<file path="config.mk">
export PLATFORM = sky130hd
export DESIGN_NAME = nmea_zda_sentence_parser_core
export DESIGN_NICKNAME = d
export VERILOG_FILES = /design/src/rtl/core/nzp_pkg.sv /design/src/rtl/core/nmea_zda_sentence_parser_core.sv
export SDC_FILE = /design/constraint.sdc
export NUM_CORES = 1
export LEC_CHECK = 0
export BUFFER_PORTS_ARGS = -buffer_cell sky130_fd_sc_hd__buf_2
export CAP_MARGIN = 10
export CORE_ASPECT_RATIO = 1.75
export CORE_MARGIN = 1
export CORE_UTILIZATION = 50
export CTS_BUF_LIST = sky130_fd_sc_hd__clkbuf_4 sky130_fd_sc_hd__clkbuf_8
export DETAILED_ROUTE_END_ITERATION = 8
export PLACE_DENSITY = 0.77
export SYNTH_ARGS = -nofsm -noshare
export SYNTH_HDL_FRONTEND = slang
export SYNTH_SLANG_ARGS = --single-unit
</file>
<file path="constraint.sdc">
create_clock -name clk -period 5.75 [get_ports clk]
set_input_delay 0.575 -clock clk [delete_from_list [all_inputs] [get_ports clk]]
set_output_delay 0.575 -clock clk [all_outputs]
set_load 0.02 [all_outputs]
</file>
<file path="src/rtl/core/nzp_pkg.sv">
`default_nettype none

package nzp_pkg;

	localparam int BUFFER_DEPTH = 256;
	localparam int POS_W = $clog2(BUFFER_DEPTH + 1);

	localparam logic [7:0] CH_DOLLAR = 8'h24;
	localparam logic [7:0] CH_LF = 8'h0A;
	localparam logic [7:0] CH_ZERO = 8'h30;
	localparam logic [7:0] CH_NINE = 8'h39;
	localparam logic [7:0] CH_COMMA = 8'h2C;
	localparam logic [7:0] CH_DOT = 8'h2E;
	localparam logic [7:0] CH_NONE = 8'h00;

	localparam logic [3:0] STEP_DONE = 4'd12;

	// "$GPZDA" is the first six characters of the no-fix pattern
	localparam int ZDA_LEN = 6;
	localparam int NOFIX_LEN = 16;
	localparam logic [7:0] NOFIX_TAG [NOFIX_LEN] = '{
		8'h24, 8'h47, 8'h50, 8'h5A, 8'h44, 8'h41, 8'h2C, 8'h2C,
		8'h2C, 8'h2C, 8'h2C, 8'h30, 8'h30, 8'h2C, 8'h30, 8'h30
	};

	localparam int TIME_FIELDS = 5;
	localparam logic [2:0] SLOT_YEAR = 3'd5;
	localparam logic [2:0] SLOT_NONE = 3'd6;

	typedef enum logic [1:0] {
		STATUS_TIME_OK   = 2'd0,
		STATUS_NO_FIX    = 2'd1,
		STATUS_MALFORMED = 2'd2,
		STATUS_OTHER     = 2'd3
	} status_t;

	// Parse steps of "$GPZDA,hhmmss.ff,dd,mm,yyyy" after the tag
	function automatic logic [7:0] step_lit(input logic [3:0] s);
		logic [7:0] c;
		c = CH_NONE;
		case (s) inside
			4'd0, 4'd6, 4'd8, 4'd10: c = CH_COMMA;
			4'd4: c = CH_DOT;
			default: c = CH_NONE;
		endcase
		return c;
	endfunction

	function automatic logic [2:0] step_width(input logic [3:0] s);
		logic [2:0] w;
		w = 3'd0;
		case (s) inside
			4'd1, 4'd2, 4'd3, 4'd5, 4'd7, 4'd9: w = 3'd2;
			4'd11: w = 3'd4;
			default: w = 3'd0;
		endcase
		return w;
	endfunction

	function automatic logic [2:0] step_slot(input logic [3:0] s);
		logic [2:0] k;
		k = SLOT_NONE;
		case (s)
			4'd1: k = 3'd0;
			4'd2: k = 3'd1;
			4'd3: k = 3'd2;
			4'd7: k = 3'd3;
			4'd9: k = 3'd4;
			4'd11: k = SLOT_YEAR;
			default: k = SLOT_NONE;
		endcase
		return k;
	endfunction

endpackage

`default_nettype wire

</file>
<file path="src/rtl/core/nmea_zda_sentence_parser_core.sv">
// ZDA time sentence parser. Takes one received serial byte per request on the input
// channel and parses NMEA sentences on the fly, with no sentence buffer: a '$' restarts
// the sentence, a "$GPZDA" sentence is checked against "$GPZDA,hhmmss.ff,dd,mm,yyyy" as
// its bytes arrive, and a line feed reports it. With capture_enable set, a line feed
// ends the sentence and gives status 0 (time valid, with hour..year), 1 (no fix) or 2
// (malformed); a line feed closing any other sentence gives status 3 (reconfigure),
// with or without capture. Rate: one byte per clock while the input is not held off; the
// whole per-byte update is one pass of combinational logic between the parse state
// registers and a single result register, so a result appears in the cycle after its line
// feed is taken. The input is held off only while a result sits unread in that register.
`default_nettype none

module nmea_zda_sentence_parser_core
	import nzp_pkg::*;
(
	input  wire logic        clk,
	input  wire logic        arst_n,
	// configuration write channel
	input  wire logic        cfg_valid,
	output logic             cfg_ready,
	input  wire logic        capture_enable,
	// byte input
	input  wire logic        in_valid,
	output logic             in_ready,
	input  wire logic [7:0]  rx_byte,
	// result output
	output logic             out_valid,
	input  wire logic        out_ready,
	output logic [1:0]       status,
	output logic [6:0]       hour,
	output logic [6:0]       minute,
	output logic [6:0]       second,
	output logic [6:0]       day,
	output logic [6:0]       month,
	output logic [13:0]      year
);

	// Parse state
	logic             capture_q;
	logic [POS_W-1:0] pos_q, pos_n;
	logic             pm_q, pm_n;       // "$GPZDA" tag still matching
	logic             nm_q, nm_n;       // no-fix pattern still matching
	logic [3:0]       fn_q, fn_n;       // parse step
	logic [2:0]       dc_q, dc_n;       // digits taken in current field
	logic             fail_q, fail_n;
	logic [6:0]       time_q [TIME_FIELDS];
	logic [6:0]       time_n [TIME_FIELDS];
	logic [13:0]      year_q, year_n;

	// Result register
	logic             out_valid_q;
	status_t          status_q;
	logic [6:0]       hour_q, minute_q, second_q, day_q, month_q;
	logic [13:0]      year_out_q;

	logic             in_fire;
	logic [POS_W-1:0] p;
	logic             is_digit;
	logic [3:0]       digit;
	logic [2:0]       slot;
	logic             res_valid;
	status_t          res_status;

	assign cfg_ready = 1'b1;
	assign in_ready = !out_valid_q || out_ready;
	assign in_fire = in_valid && in_ready;
	assign is_digit = (rx_byte >= CH_ZERO) && (rx_byte <= CH_NINE);
	assign digit = rx_byte[3:0];

	always_comb begin
		pos_n = pos_q;
		pm_n = pm_q;
		nm_n = nm_q;
		fn_n = fn_q;
		dc_n = dc_q;
		fail_n = fail_q;
		time_n = time_q;
		year_n = year_q;
		p = pos_q;
		slot = SLOT_NONE;
		res_valid = 1'b0;
		res_status = STATUS_OTHER;

		if (in_fire) begin
			if (pos_q >= POS_W'(BUFFER_DEPTH)) begin
				// overflow: byte dropped, even a line feed
				pos_n = '0;
			end else begin
				if (rx_byte == CH_DOLLAR) begin
					p = '0;
				end
				if (p == '0) begin
					pm_n = 1'b1;
					nm_n = 1'b1;
					fn_n = '0;
					dc_n = '0;
					fail_n = 1'b0;
					for (int i = 0; i < TIME_FIELDS; i++) begin
						time_n[i] = '0;
					end
					year_n = '0;
				end
				pos_n = p + POS_W'(1);

				if (p < POS_W'(ZDA_LEN) && rx_byte != NOFIX_TAG[p[3:0]]) begin
					pm_n = 1'b0;
				end
				if (p < POS_W'(NOFIX_LEN) && rx_byte != NOFIX_TAG[p[3:0]]) begin
					nm_n = 1'b0;
				end

				// Field parser: at most two steps look at the same byte
				if (p >= POS_W'(ZDA_LEN) && pm_n && !fail_n && fn_n < STEP_DONE) begin
					if (step_lit(fn_n) != CH_NONE) begin
						if (rx_byte == step_lit(fn_n)) begin
							fn_n = fn_n + 4'd1;
						end else begin
							fail_n = 1'b1;
						end
					end else if (is_digit) begin
						slot = step_slot(fn_n);
						for (int i = 0; i < TIME_FIELDS; i++) begin
							if (slot == 3'(i)) begin
								time_n[i] = time_n[i] * 7'd10 + {3'b000, digit};
							end
						end
						if (slot == SLOT_YEAR) begin
							year_n = year_n * 14'd10 + {10'b0, digit};
						end
						dc_n = dc_n + 3'd1;
						if (dc_n >= step_width(fn_n)) begin
							fn_n = fn_n + 4'd1;
							dc_n = '0;
						end
					end else if (dc_n == '0) begin
						fail_n = 1'b1;
					end else begin
						// short field closed by a non-digit; next step sees the same byte
						fn_n = fn_n + 4'd1;
						dc_n = '0;
						if (fn_n != STEP_DONE) begin
							if (step_lit(fn_n) != CH_NONE && rx_byte == step_lit(fn_n)) begin
								fn_n = fn_n + 4'd1;
							end else begin
								fail_n = 1'b1;
							end
						end
					end
				end

				if (rx_byte == CH_LF) begin
					if (!pm_n) begin
						if (capture_q) begin
							pos_n = '0;
						end
						res_valid = 1'b1;
						res_status = STATUS_OTHER;
					end else if (capture_q) begin
						pos_n = '0;
						res_valid = 1'b1;
						if (!fail_n && fn_n >= STEP_DONE) begin
							res_status = STATUS_TIME_OK;
						end else if (nm_n) begin
							res_status = STATUS_NO_FIX;
						end else begin
							res_status = STATUS_MALFORMED;
						end
					end
				end
			end
		end
	end

	always_ff @(posedge clk or negedge arst_n) begin
		if (!arst_n) begin
			capture_q <= 1'b0;
			pos_q <= '0;
			pm_q <= 1'b0;
			nm_q <= 1'b0;
			fn_q <= '0;
			dc_q <= '0;
			fail_q <= 1'b0;
			for (int i = 0; i < TIME_FIELDS; i++) begin
				time_q[i] <= '0;
			end
			year_q <= '0;
			out_valid_q <= 1'b0;
		end else begin
			if (cfg_valid) begin
				capture_q <= capture_enable;
			end
			pos_q <= pos_n;
			pm_q <= pm_n;
			nm_q <= nm_n;
			fn_q <= fn_n;
			dc_q <= dc_n;
			fail_q <= fail_n;
			time_q <= time_n;
			year_q <= year_n;
			if (in_fire) begin
				out_valid_q <= res_valid;
			end else if (out_ready) begin
				out_valid_q <= 1'b0;
			end
		end
	end

	// Result payload; fields read zero unless the time is valid
	always_ff @(posedge clk) begin
		if (in_fire && res_valid) begin
			status_q <= res_status;
			if (res_status == STATUS_TIME_OK) begin
				hour_q <= time_n[0];
				minute_q <= time_n[1];
				second_q <= time_n[2];
				day_q <= time_n[3];
				month_q <= time_n[4];
				year_out_q <= year_n;
			end else begin
				hour_q <= '0;
				minute_q <= '0;
				second_q <= '0;
				day_q <= '0;
				month_q <= '0;
				year_out_q <= '0;
			end
		end
	end

	assign out_valid = out_valid_q;
	assign status = status_q;
	assign hour = hour_q;
	assign minute = minute_q;
	assign second = second_q;
	assign day = day_q;
	assign month = month_q;
	assign year = year_out_q;

endmodule

`default_nettype wire

</file>
# Word level (Yosys, flattened, before mapping)

Memory sizes are Yosys's and may differ from the RTL's.
Index checks and enable logic that the tools add are counted.

Add/subtract/negate cells: 10
Multipliers: 6
Multiplexer cells: 116
Equality and inequality tests: 26
Magnitude comparators: 10
Bitwise logic cells: 2
Reduce and logical (&&, ||, !) cells: 27

Operator list:

| operator                                                                             | count |
|---|---|
| 35-bit 2-to-1 mux                                                                    | 8 |
| 8-bit 2-to-1 mux                                                                     | 16 |
| 14-bit 2-to-1 mux                                                                    | 9 |
| 3-bit 2-to-1 mux                                                                     | 20 |
| 9-bit 2-to-1 mux                                                                     | 6 |
| 4-bit 2-to-1 mux                                                                     | 13 |
| 7-bit by 4-bit adder with 7-bit output                                               | 5 |
| 7-bit by 3-bit multiplier with 6-bit output (second input constant)                  | 5 |
| 7-bit 2-to-1 mux                                                                     | 5 |
| 1-bit 2-to-1 mux                                                                     | 27 |
| 4-bit by 3-bit equality test with 1-bit output (second input constant)               | 6 |
| 4-bit equality test (second input constant)                                          | 6 |
| 6-bit 2-to-1 mux                                                                     | 4 |
| 3-bit case mux with 6 select lines                                                   | 1 |
| 8-bit equality test                                                                  | 2 |
| 8-bit nonzero test                                                                   | 2 |
| 14-bit by 4-bit adder with 14-bit output                                             | 1 |
| 14-bit by 3-bit multiplier with 13-bit output (second input constant)                | 1 |
| 2-bit 2-to-1 mux                                                                     | 7 |
| 1-bit logical AND                                                                    | 10 |
| 9-bit by 1-bit adder with 9-bit output (second input constant)                       | 1 |
| 9-bit by 3-bit greater-or-equal comparator with 1-bit output (second input constant) | 1 |
| 9-bit greater-or-equal comparator (second input constant)                            | 1 |
| 9-bit logical NOT                                                                    | 1 |
| 30 further kinds                                                                     | 39 |

Bits in registers: 121
Memory bits (read-only): 128
Memories: 1

Memory list:

| memory          | depth | bits a word | read ports | clocked after memory_dff | write ports | line                                 | source |
|---|---|---|---|---|---|---|---|
| (no name shown) | 16    | 8           | 1          | 0                        | 0           | nmea_zda_sentence_parser_core.sv:108 | `if (p < POS_W'(NOFIX_LEN) && rx_byte != NOFIX_TAG[p[3:0]]) begin` |

# Depth between registers and ports, before layout

Gate-level depths: netlist (run 1).

Depth after elaboration: 43
Mapped depth: 25
Gate-level depth less buffers: 20

# Worst setup path after synthesis (run 1)

No wires, ideal clock.

Path type: in2reg
Start point: input port rx_byte[0]
End point: register year_out_q[13], in the netlist year[13] (data pin)
Stages on the path: 24
Data arrival time: 5.699 ns
Library setup time: 0.272 ns
Buffers on the path: 5
Setup slack: -0.221 ns
Required time: 5.478 ns
Cells stage by stage: buf_4 nor4_4 nand2_2 buf_2 nand2_1 ha_1 inv_1 a21o_1 buf_2 clkbuf_1 clkbuf_1 nand2_1 inv_1 ha_1 ha_1 inv_1 fa_1 xnor2_1 or3b_2 nor4b_1 and3_1 a311oi_1 nor4_1 a211oi_2

Cells in the longest elaborated chain, start to end: 38
Elaborated cells between the ends (all ways): 145

RTL lines:

| element                                        | line                                 | source |
|---|---|---|
| start, declared                                | nmea_zda_sentence_parser_core.sv:25  | `input wire logic [7:0] rx_byte,` |
| 8-bit by 6-bit equality test with 1-bit output | nmea_zda_sentence_parser_core.sv:89  | `if (rx_byte == CH_DOLLAR) begin` |
| 9-bit 2-to-1 mux                               | nmea_zda_sentence_parser_core.sv:89  |  |
| 9-bit 2-to-1 mux                               | nmea_zda_sentence_parser_core.sv:85  | `if (pos_q >= POS_W'(BUFFER_DEPTH)) begin` |
| 9-bit 2-to-1 mux                               | nmea_zda_sentence_parser_core.sv:84  | `if (in_fire) begin` |
| 9-bit logical NOT                              | nmea_zda_sentence_parser_core.sv:92  | `if (p == '0) begin` |
| 4-bit 2-to-1 mux                               | nmea_zda_sentence_parser_core.sv:92  |  |
| 4-bit 2-to-1 mux                               | nmea_zda_sentence_parser_core.sv:85  |  |
| 4-bit 2-to-1 mux                               | nmea_zda_sentence_parser_core.sv:84  |  |
| (+22 left out)                                 | -                                    |  |
| 1-bit logical AND                              | nmea_zda_sentence_parser_core.sv:161 | `if (!fail_n && fn_n >= STEP_DONE) begin` |
| 2-bit 2-to-1 mux                               | nmea_zda_sentence_parser_core.sv:161 |  |
| 2-bit 2-to-1 mux                               | nmea_zda_sentence_parser_core.sv:158 | `end else if (capture_q) begin` |
| 2-bit 2-to-1 mux                               | nmea_zda_sentence_parser_core.sv:152 | `if (!pm_n) begin` |
| 2-bit 2-to-1 mux                               | nmea_zda_sentence_parser_core.sv:151 | `if (rx_byte == CH_LF) begin` |
| 2-bit 2-to-1 mux                               | nmea_zda_sentence_parser_core.sv:85  |  |
| 2-bit 2-to-1 mux                               | nmea_zda_sentence_parser_core.sv:84  |  |
| 2-bit logical NOT                              | nmea_zda_sentence_parser_core.sv:212 | `if (res_status == STATUS_TIME_OK) begin` |
| end signal, assigned                           | nmea_zda_sentence_parser_core.sv:218 | `year_out_q <= year_n;` |
| end, declared                                  | nmea_zda_sentence_parser_core.sv:54  | `logic [13:0] year_out_q;` |

Several ways; a longest one is shown, not always the timed one. The select of a mux whose other input is x is not followed.
A chain may end at the register's enable or synchronous reset.

# Worst setup path after layout (run 1)

Start point: input port rx_byte[1]
End point: register year_out_q[13], in the netlist year[13] (data pin)

The elaborated chain is that of the path after synthesis.

==> results of run 1 <==
-- how the worst max path moves through the flow --
stage | cells past startpoint | to
2_1_floorplan | 24 | year[13]
3_3_place_gp | 20 | year[13]
3_5_place_dp | 20 | year[13]
4_1_cts | 20 | year[13]
5_1_grt | 16 | year[13]
6_report | 20 | year[13]
-- critical path, cell delays in order --
cell	delay (ns)
buf_2	0.16
and4bb_2	0.36
nand2_2	0.08
nand2_1	0.16
ha_1	0.21
inv_1	0.10
a21o_1	0.28
nand2_1	0.18
inv_1	0.09
ha_1	0.29
ha_1	0.17
inv_1	0.06
fa_1	0.41
xnor2_1	0.32
or3b_2	0.52
nor4b_2	0.38
and3_1	0.23
a311oi_1	0.09
nor4_1	0.49
a211oi_2	0.13
-- per-layer routing --
metal  GRT usage (%)  vias to the layer above  wire length, um
met2           46.67                      247            11280
met3           3.952                       82              931
met5               0                        -                0
met1           28.78                     3327             8094
met4           16.24                        0             1312
li1                -                     3189                -
-- power by group through the flow --
stage	Clock (uW)	Sequential, uW	Combinational, uW
after CTS	790	960	625
after global routing	830	967	698
after detailed placement	0	978	621
after global placement	0	978	616
after floorplan	0	958	440
final	786	963	638
-- logic make-up (layout without fill, tap and decap cells) --
group           Yosys count  count (layout)
fa+ha+maj                83              83
mux                       9               9
flops                   121             121
buf+inv                 101             182
simple gates            299             299
other cells               1               1
xor+xnor                 55              55
compound gates          174             174
-- cells in the final DEF, fill, tap and decap left out, drive strengths merged, types with 4 or more instances in the layout --
master,n
a211oi,18
a21boi,5
a21o,10
a21oi,24
a22o,30
a31oi,6
a32o,4
and2,44
and3,35
and4,6
buf,86
clkbuf,19
clkinvlp,6
dfrtp,70
edfxtp,51
fa,12
ha,71
inv,66
mux2i,6
nand2,68
nand3,31
nand4,11
nor2,31
nor2b,11
nor3,20
nor3b,7
nor4,10
o2111ai,6
o211ai,5
o21ai,35
or2,6
or3,8
xnor2,39
xor2,16
-- area by class of cell --
type / instances / area, um2
Inverter: 64 / 240.2
Multi-Input combinational cell: 621 / 4728
Timing Repair Buffer: 86 / 480.5
Clock buffer: 19 / 255.2
Clock inverter: 13 / 143.9
Sequential cell: 121 / 3283
Fill cell: 1458 / 7034
Tap cell: 224 / 280.3
-- sequential cells by signal, summed over array words and instances, names as in the netlist --
register / cells
capture_q: 1
day: 7
dc_q: 3
fail_q: 1
fn_q: 4
hour: 7
minute: 7
month: 7
nm_q: 1
out_valid: 1
pm_q: 1
pos_q: 9
second: 7
status: 2
time_q: 35
year: 14
year_q: 14
-- stage by stage --
stage          setup slack [ns]  util, %
2_1_floorplan           0.03885        -
3_3_place_gp             0.4475    54.80
3_5_place_dp             0.2692    54.80
4_1_cts                  0.6879    57.23
5_1_grt                  0.3848    57.23
6_report                 0.6213    57.23
==> impl_results.md, run 1 <==
- Area fraction of the dominant cell type after synthesis: about a fifth
- Die W: around 100 um
- Die footprint: between 0.015 and 0.02 mm2
- Average footprint of a synthesized cell: ~10 um2
- IO Count: slightly below 70
- Data arrival time of the critical path: approximately 5.3 ns
- Starting Density: between 50% and 60%
- Sequential area share after synthesis: 39.03%
- Net count, final: around 1000
- Port Buffers: 66
- Outcome: finished clean
- Synth Area in Compound Gates: roughly 16%
- Hold Path Cell Cnt: 2
- Post-Syn Instances: approximately 840
- Wire length per cell: between 15 and 20 um
- Gr usage total: a little over a quarter
- Total number of H-tree levels: 4
- Critical Path Start: rx_byte[1]
- Multiplexer share of the synthesized area: 1.116%
- Synth Net Count: 940
- Startpoint Class: primary input
- Slew Limit Fails: 0
- Post-route cell area: between 0.009 and 0.01 mm2
- Post-Synth XOR/XNOR Area: approximately 5.7%
- Worst hold slack: 0.3182 ns
- Required time worst endpoint: between 5 and 6 ns
- Yosys warning total: 0
- Sw Ratio: 36.61%
- Initial antenna violation count: 0
- Die Height: ~170 um
- Bufs on Longest Clock Path: 2
- Non-Filler Instances: ~1100
- Vias post-DR: just under 7000
- FP Rows: 62
- CP max FO: 9
- Synth Area in Adders: between 10% and 20%
- Clock Skew: between 0.015 and 0.02 ns
- Sequential share of power: roughly two fifths
- Total grt overflow: 0
- Top cells by count, synth: ha_1, dfrtp_1, nand2_1, inv_1, edfxtp_1
- Initial DRT Pass Iterations: 5
- Top post-synthesis cells by area: dfrtp_1, edfxtp_1, ha_1, xnor2_1, a22o_1
- EDFF count, synth: 51
- Placer Congestion: 0.9784
- Largest family of logic cells by synthesized area: simple AND/OR/NAND/NOR gates
- TritonCTS clock tree: yes
- Synth-to-Final Area Change: 11.88%
- Final period utilization: between 80% and 90%
- Count leader, synth: ha_1
- Rel. slew slack: approximately a fifth
- N_diodes: 0
- Setup tns final: 0 ns
- Clock power share: 32.9%
- Placed cells: around 1100
- Start point of the worst hold path: cfg_valid
- Max-capacitance violation count: 0
- Worst flop-to-flop path startpoint: pos_q[4]
- Post-Synth Simple-Gate Area: 19.93%
- Comb pwr share: about a quarter
- Routed Antenna Nets: 0
- Distinct cells, synth: 77
- Int Pwr: 1513 uW
- Clock sinks: 121
- Total power: roughly 2400 uW
- Setup bufs post-CTS: 0
- Initial DRC Count: 501
- Hold Buf Count CTS: 0
- Total core area: between 0.015 and 0.02 mm2
- Pin count of the biggest net entering global routing: 71
- Leak Pwr: around 0.0043 uW
- Max Fclk: ~190 MHz
- Depth of the most critical reg-to-reg path: 16
- Synth Register Bits: roughly 120
- CTS buffer count: 17
- R2r setup slk: 0.65 ns
- PD cells: between 200 and 300 mW/mm2
- Reg-to-Reg End: year[13]
- Worst setup EP type: flop
- Setup CP Type: in -> reg
- Final setup viols: 0
- Cts repair resizes: 0
- Max IR drop VDD: between 0.15 and 0.2 mV
- Vias in the first global route: ~7000
- Mapped Area: approximately 0.0084 mm2
- Clock network latency to the later pin of the worst-skew pair: ~0.46 ns
- Vias/cell: about 6.0
- Worst-Margin Slew: around 1.2 ns
- Ys flop type: dfrtp_1
- Routed WL: about 22000 um
- Clock transition at path regs: roughly 0.08 ns
- Share of post-route cells with drive strength above 1: 17.75%
- First-pass GRT wire length: 35020 um
- Tmin final: a little over 5 ns
- Async set or reset register ratio after synthesis: a little under 60%
- Leading area contributor after synthesis: dfrtp_1
- DR DRC count: 0
- Final hold violations: 0
- HP Class: in -> reg
- Dpl cell area: between 0.009 and 0.01 mm2
- CTS root buf: clkbuf_8
- RSZ-0062 raised after global routing: false
- Net load switching power: just under 900 uW
- Hold Path End: capture_q
- Hpwl dp: around 16000 um
Power figures use the tool's default switching activity.
==> run 2: changes to the inputs <==
ABC_AREA = 1   (was not set)
==> impl_results.md, run 2 <==
- Setup bufs post-CTS: 0 (unchanged)
- Most frequent cells in the layout: nand2_1, inv_1, nor2_1, ha_1, dfrtp_1 (was ha_1, dfrtp_1, nand2_1, buf_2, inv_1)
- Average footprint of a synthesized cell: 7.851 um2 (was 9.978 um2)
- Worst hold slack: 0.3020 ns (was 0.3182 ns)
- Max incr delay on CP: 0.45 ns (was 0.52 ns)
- Rel. slew slack: 34.39% (was 20.65%)
- Cts repair resizes: 0 (unchanged)
- Port Buffers: 66 (unchanged)
- Synth-to-Final Area Change: 11.49% (was 11.88%)
- Routed Antenna Nets: 0 (unchanged)
- Pin count of the biggest net entering global routing: 71 (unchanged)
- Worst-Margin Slew: 0.9841 ns (was 1.190 ns)
- Total grt overflow: 0 (unchanged)
- Depth of the most critical reg-to-reg path: 19 (was 16)
- Net load switching power: 1638 uW (was 873.5 uW)
- Cells along the critical path: buf_2 > inv_1 > nand2_1 > nor2_4 > nand2_8 > inv_2 > nor2_1 > inv_1 > ha_1 > nand2_2 > nor2_4 > buf_4 > nor2_1 > ha_1 > ha_1 > inv_1 > fa_1 > nor3_1 > xor2_1 > xor2_1 > or2_0 > nand3_1 > o21ai_1 > nor2_1 (was buf_2 > and4bb_2 > nand2_2 > nand2_1 > ha_1 > inv_1 > a21o_1 > nand2_1 > inv_1 > ha_1 > ha_1 > inv_1 > fa_1 > xnor2_1 > or3b_2 > nor4b_2 > and3_1 > a311oi_1 > nor4_1 > a211oi_2)
- Yosys warning total: 0 (unchanged)
- Critical Path Start: rx_byte[3] (was rx_byte[1])
- Post-Synth XOR/XNOR Area: 4.490% (was 5.727%)
- Leading area contributor after synthesis: dfrtp_1 (unchanged)
- CP Buf/Inv Count: 6 (was 4)
- Hpwl dp: 16410 um (was 15550 um)
- Max Fclk: 214.1 MHz (was 195.0 MHz)
- Initial antenna violation count: 0 (unchanged)
- RSZ-0062 raised after global routing: false (unchanged)
- Total core area: 0.01754 mm2 (was 0.01645 mm2)
- Cell family with the largest share of critical-path delay: simple AND/OR/NAND/NOR gates (unchanged)
- EDFF count, synth: 51 (unchanged)
- Vias post-DR: 7752 (was 6845)
- IO Count: 68 (unchanged)
- Die W: 103.3 um (was 100.1 um)
- Reg-to-Reg End: month[6] (was year[13])
- Critical-path top delay cell: fa_1 (was or3b_2)
- Slew Limit Fails: 0 (unchanged)
- Total number of H-tree levels: 4 (unchanged)
- Clock transition at path regs: 0.08 ns (about the same)
- DR DRC count: 0 (unchanged)
- Count leader, synth: nand2_1 (was ha_1)
- R2r setup slk: 1.52 ns (was 0.65 ns)
- N_diodes: 0 (unchanged)
- Worst setup EP type: flop (unchanged)
- Hold Path Cell Cnt: 2 (unchanged)
- Gr usage total: 26.53% (was 26.24%)
- Top cells by count, synth: nand2_1, inv_1, nor2_1, ha_1, dfrtp_1 (was ha_1, dfrtp_1, nand2_1, inv_1, edfxtp_1)
- Sequential area share after synthesis: 36.59% (was 39.03%)
- Total power: 3734 uW (was 2386 uW)
- Outcome: finished clean (unchanged)
- Sequential share of power: 29.5% (was 40.3%)
- Ys flop type: dfrtp_1 (unchanged)
- Final setup viols: 0 (unchanged)
- Largest family of logic cells by synthesized area: simple AND/OR/NAND/NOR gates (unchanged)
- Initial DRC Count: 355 (was 501)
- Util after Layout: 57.05% (was 57.23%)
- TritonCTS clock tree: yes (unchanged)
- Vias/cell: 5.321 (was 5.963)
- Mapped Area: 0.008974 mm2 (was 0.008412 mm2)
- Vias in the first global route: 8024 (was 7002)
- Tmin final: 4.671 ns (was 5.129 ns)
- FP Rows: 64 (was 62)
- Clock sinks: 121 (unchanged)
- Initial DRT Pass Iterations: 6 (was 5)
- Synth Area in Adders: 12.58% (was 13.42%)
- Startpoint Class: primary input (unchanged)
- Synth Area in Compound Gates: 12.12% (was 15.86%)
- Clock network latency to the later pin of the worst-skew pair: 0.47 ns (was 0.46 ns)
- Setup CP Type: in -> reg (unchanged)
- Distinct cells, synth: 51 (was 77)
- Synth Net Count: 1240 (was 940)
- PD cells: 373.2 mW/mm2 (was 253.6 mW/mm2)
- Post-Synth Simple-Gate Area: 23.47% (was 19.93%)
- Start point of the worst hold path: cfg_valid (unchanged)
- Stages on the worst setup path: 24 (was 20)
- Area fraction of the dominant cell type after synthesis: 19.52% (was 20.82%)
- Clock power share: 23.0% (was 32.9%)
- Required time worst endpoint: 5.97 ns (was 5.91 ns)
- Top reg by flops: time_q (unchanged)
- Int Pwr: 2096 uW (was 1513 uW)
- Max IR drop VDD: 0.1743 mV (was 0.1671 mV)
- Placer Congestion: 0.9273 (was 0.9784)
- Hold Path End: capture_q (unchanged)
- Bufs on Longest Clock Path: 2 (unchanged)
- Routed WL: 22400 um (was 21620 um)
- Data arrival time of the critical path: 4.90 ns (was 5.29 ns)
- Starting Density: 51.17% (was 51.15%)
- Leak Pwr: 0.004893 uW (was 0.004258 uW)
- Top post-synthesis cells by area: dfrtp_1, edfxtp_1, ha_1, nand2_1, inv_1 (was dfrtp_1, edfxtp_1, ha_1, xnor2_1, a22o_1)
- Final hold violations: 0 (unchanged)
- Comb pwr share: 47.5% (was 26.7%)
- Wire length per cell: 15.38 um (was 18.83 um)
- Share of post-route cells with drive strength above 1: 14.44% (was 17.75%)
- Final period utilization: 81.24% (was 89.19%)
- Hold Buf Count CTS: 0 (unchanged)
- CP max FO: 32 (was 9)
- Commonest non-fill, non-tap cell in the layout: nand2_1 (was ha_1)
- Post-Syn Instances: 1143 (was 843)
- Multiplexer share of the synthesized area: 0% (was 1.116%)
- Synth Register Bits: 121 (unchanged)
- Die footprint: 0.01851 mm2 (was 0.01737 mm2)
- Max reg flops: 35 (unchanged)
- Async set or reset register ratio after synthesis: 57.85% (unchanged)
- Setup tns final: 0 ns (unchanged)
- Clock Skew: 0.01185 ns (was 0.01641 ns)
- HP Class: in -> reg (unchanged)
- Sw Ratio: 43.86% (was 36.61%)
- CTS root buf: clkbuf_8 (unchanged)
- Die Height: 179.2 um (was 173.6 um)
- First-pass GRT wire length: 37000 um (was 35020 um)
- Net count, final: 1310 (was 1008)
- CTS buffer count: 17 (unchanged)
- Max-capacitance violation count: 0 (unchanged)
- Worst flop-to-flop path startpoint: pos_q[0] (was pos_q[4])
==> run 2: cell types whose count changed in the layout (fill, tap and decap cells not counted), sizes merged, moves of 35 or more <==
cell / previous run / this run
nand2: 68 / 232
and3: 35 / 0
nor2: 31 / 142
and2: 44 / 2
inv: 66 / 218
o21ai: 35 / 87
==> run 2: worst max path at each step <==
stage	to	slack (ns)
after floorplan	year[13]	0.92
after global placement	year[13]	0.84
after detailed placement	year[12]	0.67
after CTS	month[6]	1.11
after global routing	year[13]	0.68
final	month[6]	1.08
==> run 2: power groups by stage <==
stage               Clock (uW)  Sequential, uW  Combinational (uW)
floorplan                    0            1090                1360
global placement             0            1110                1710
detailed placement           0            1120                1750
CTS                        870            1100                1770
global route               899            1120                2010
finish                     859            1100                1770
==> run 2: cell type report <==
type / count / area [um2]
clock buffer: 17 / 234.0
clock inverter: 15 / 197.7
fill: 1627 / 7532
inverter: 215 / 809.5
multi-input combinational: 777 / 4736
sequential: 121 / 3283
tap: 231 / 289.0
timing repair buffer: 81 / 455.4
==> run 2: logic make-up after synthesis <==
kind of cell             after synthesis
adder cells (fa/ha/maj)               83
XOR/XNOR                              46
flip-flops                           121
buffers and inverters                245
AO/OA/AOI/OAI                        184
other                                  1
AND/OR/NAND/NOR                      463
==> run 2: per-stage QoR <==
stage          area [um2]  std cells  setup WS (ns)
2_1_floorplan        8974       1143         0.9249
3_3_place_gp         9573       1425         0.8406
3_5_place_dp         9573       1425         0.6703
4_1_cts             10000       1457          1.111
5_1_grt             10000       1457         0.6783
6_report            10000       1457          1.079
==> run 2: metal layers <==
metal  GRT usage, %  vias to the layer above  share of wire, %
li1               -                     3827                 -
met1          28.09                     3636                39
met2          47.67                      202                53
met3          4.366                       87               3.5
met4          16.84                        0               4.9
met5              0                        -                 0
==> run 3: changes to the inputs <==
clock period = 4.6 ns   (was 5.75 ns; I/O delays follow)
==> impl_results.md, run 3 (synthesis results as in run 2) <==
- Outcome: finished clean (unchanged)
- CTS buffer count: 17 (unchanged)
- Max reg flops: 35 (unchanged)
- CP Buf/Inv Count: 6 (unchanged)
- Synth-to-Final Area Change: 13.54% (was 11.49%)
- Setup tns final: 0 ns (unchanged)
- Bufs on Longest Clock Path: 2 (unchanged)
- Placer Congestion: 0.9366 (was 0.9273)
- IO Count: 68 (unchanged)
- Routed Antenna Nets: 0 (unchanged)
- Hpwl dp: 16920 um (was 16410 um)
- Port Buffers: 66 (unchanged)
- Final setup margin: 0.4238 ns (was 1.079 ns)
- Startpoint Class: primary input (unchanged)
- Worst setup EP type: flop (unchanged)
- Setup bufs post-CTS: 0 (unchanged)
- Vias in the first global route: 7812 (was 8024)
- Clock sinks: 121 (unchanged)
- Routed WL: 22630 um (was 22400 um)
- Share of post-route cells with drive strength above 1: 16.01% (was 14.44%)
- Die Height: 179.2 um (unchanged)
- Clock transition at path regs: 0.07 ns (was 0.08 ns)
- HP Class: in -> async (was in -> reg)
- Total grt overflow: 0 (unchanged)
- Tmin final: between 4 and 5 ns
- Leak Pwr: 0.005004 uW (was 0.004893 uW)
- Die footprint: 0.01851 mm2 (unchanged)
- Depth of the most critical reg-to-reg path: 23 (was 19)
- Worst hold slack: 0.1658 ns (was 0.3020 ns)
- Worst slack, placed: 0.04401 ns (was 0.6703 ns)
- Required time worst endpoint: 4.82 ns (was 5.97 ns)
- Pin count of the biggest net entering global routing: 56 (was 71)
- Wire length per cell: 15.29 um (was 15.38 um)
- N_diodes: 0 (unchanged)
- Clock Skew: 0.01512 ns (was 0.01185 ns)
- Starting Density: 51.17% (unchanged)
- Clock network latency to the later pin of the worst-skew pair: 0.47 ns (about the same)
- Initial DRT Pass Iterations: 5 (was 6)
- Initial antenna violation count: 0 (unchanged)
- Cts repair resizes: 0 (unchanged)
- Rel. slew slack: 31.03% (was 34.39%)
- R2r setup slk: 0.48 ns (was 1.52 ns)
- RSZ-0062 raised after global routing: false (unchanged)
- Max Fclk: between 200 and 250 MHz
- Max incr delay on CP: 0.40 ns (was 0.45 ns)
- FP Rows: 64 (unchanged)
- Die W: 103.3 um (unchanged)
- Worst-Margin Slew: 1.035 ns (was 0.9841 ns)
- Final setup viols: 0 (unchanged)
- Total number of H-tree levels: 4 (unchanged)
- Hold Buf Count CTS: 0 (unchanged)
- Most frequent cells in the layout: nand2_1, inv_1, nor2_1, ha_1, dfrtp_1 (unchanged)
- Worst flop-to-flop path startpoint: pos_q[0] (unchanged)
- Final period utilization: between 90% and 100%
- First-pass GRT wire length: 37280 um (was 37000 um)
- Slew Limit Fails: 0 (unchanged)
- Cell family with the largest share of critical-path delay: simple AND/OR/NAND/NOR gates (unchanged)
- Commonest non-fill, non-tap cell in the layout: nand2_1 (unchanged)
- Vias post-DR: 7848 (was 7752)
- Top reg by flops: time_q (unchanged)
- CP max FO: 10 (was 32)
- Total core area: 0.01754 mm2 (unchanged)
- CTS root buf: clkbuf_8 (unchanged)
- Max-capacitance violation count: 0 (unchanged)
- Initial DRC Count: 423 (was 355)
- PD cells: 463.2 mW/mm2 (was 373.2 mW/mm2)
- Gr usage total: 26.72% (was 26.53%)
- Max IR drop VDD: 0.2219 mV (was 0.1743 mV)
- Setup CP Type: in -> reg (unchanged)
- Final hold violations: 0 (unchanged)
- Critical-path top delay cell: fa_1 (unchanged)
- Net count, final: 1333 (was 1310)
- Reg-to-Reg End: year[12] (was month[6])
- Vias/cell: 5.303 (was 5.321)
- TritonCTS clock tree: yes (unchanged)
- Data arrival time of the critical path: 4.39 ns (was 4.90 ns)
- DR DRC count: 0 (unchanged)
==> run 3: cell types whose count changed in the layout (fill, tap and decap cells not counted), sizes merged <==
cell,before,now
buf,81,104
clkbuf,17,20
inv,218,215
bufinv,4,3
clkinvlp,2,3
==> run 3: layer usage <==
layer / global-route usage (%) / routed length, um / up-vias
li1: - / - / 3873
met1: 28.72 / 8722 / 3702
met2: 48.44 / 12050 / 203
met3: 4.133 / 780 / 70
met4: 15.43 / 1076 / 0
met5: 0 / 0 / -
==> run 3: area by class of cell <==
cell class,count,area (um2)
timing repair buffer,104,653.1
inverter,215,809.5
clock buffer,20,269.0
clock inverter,12,148.9
multi-input combinational,777,4736
fill,1599,7348
sequential,121,3283
tap,231,289.0
==> run 3: through the flow <==
stage | utilization, % | cell area (um2) | power, uW | cells
3_3_place_gp | 55.71 | 9771 | 3632 | 1448
6_report | 58.10 | 10190 | 4719 | 1480
4_1_cts | 58.10 | 10190 | 4718 | 1480
5_1_grt | 58.10 | 10190 | 5094 | 1480
2_1_floorplan | - | 8975 | 3073 | 1143
3_5_place_dp | 55.71 | 9771 | 3680 | 1448
==> run 3: where the power goes <==
group          leakage (uW)  internal, uW  switching [uW]  total (uW)
registers           0.00150          1280             106        1380
clock network      0.000206           566             463        1030
logic               0.00329           839            1470        2310
==> run 3: worst max-delay path by stage <==
stage	depth (start not counted)	from	end	slack, ns
after floorplan	27	rx_byte[4]	year[13]	0.02
after global placement	26	rx_byte[3]	year[13]	0.14
after detailed placement	26	rx_byte[3]	year[13]	0.04
after CTS	28	rx_byte[3]	year[12]	0.43
after global routing	28	rx_byte[4]	year[12]	0.04
final	28	rx_byte[3]	year[12]	0.42
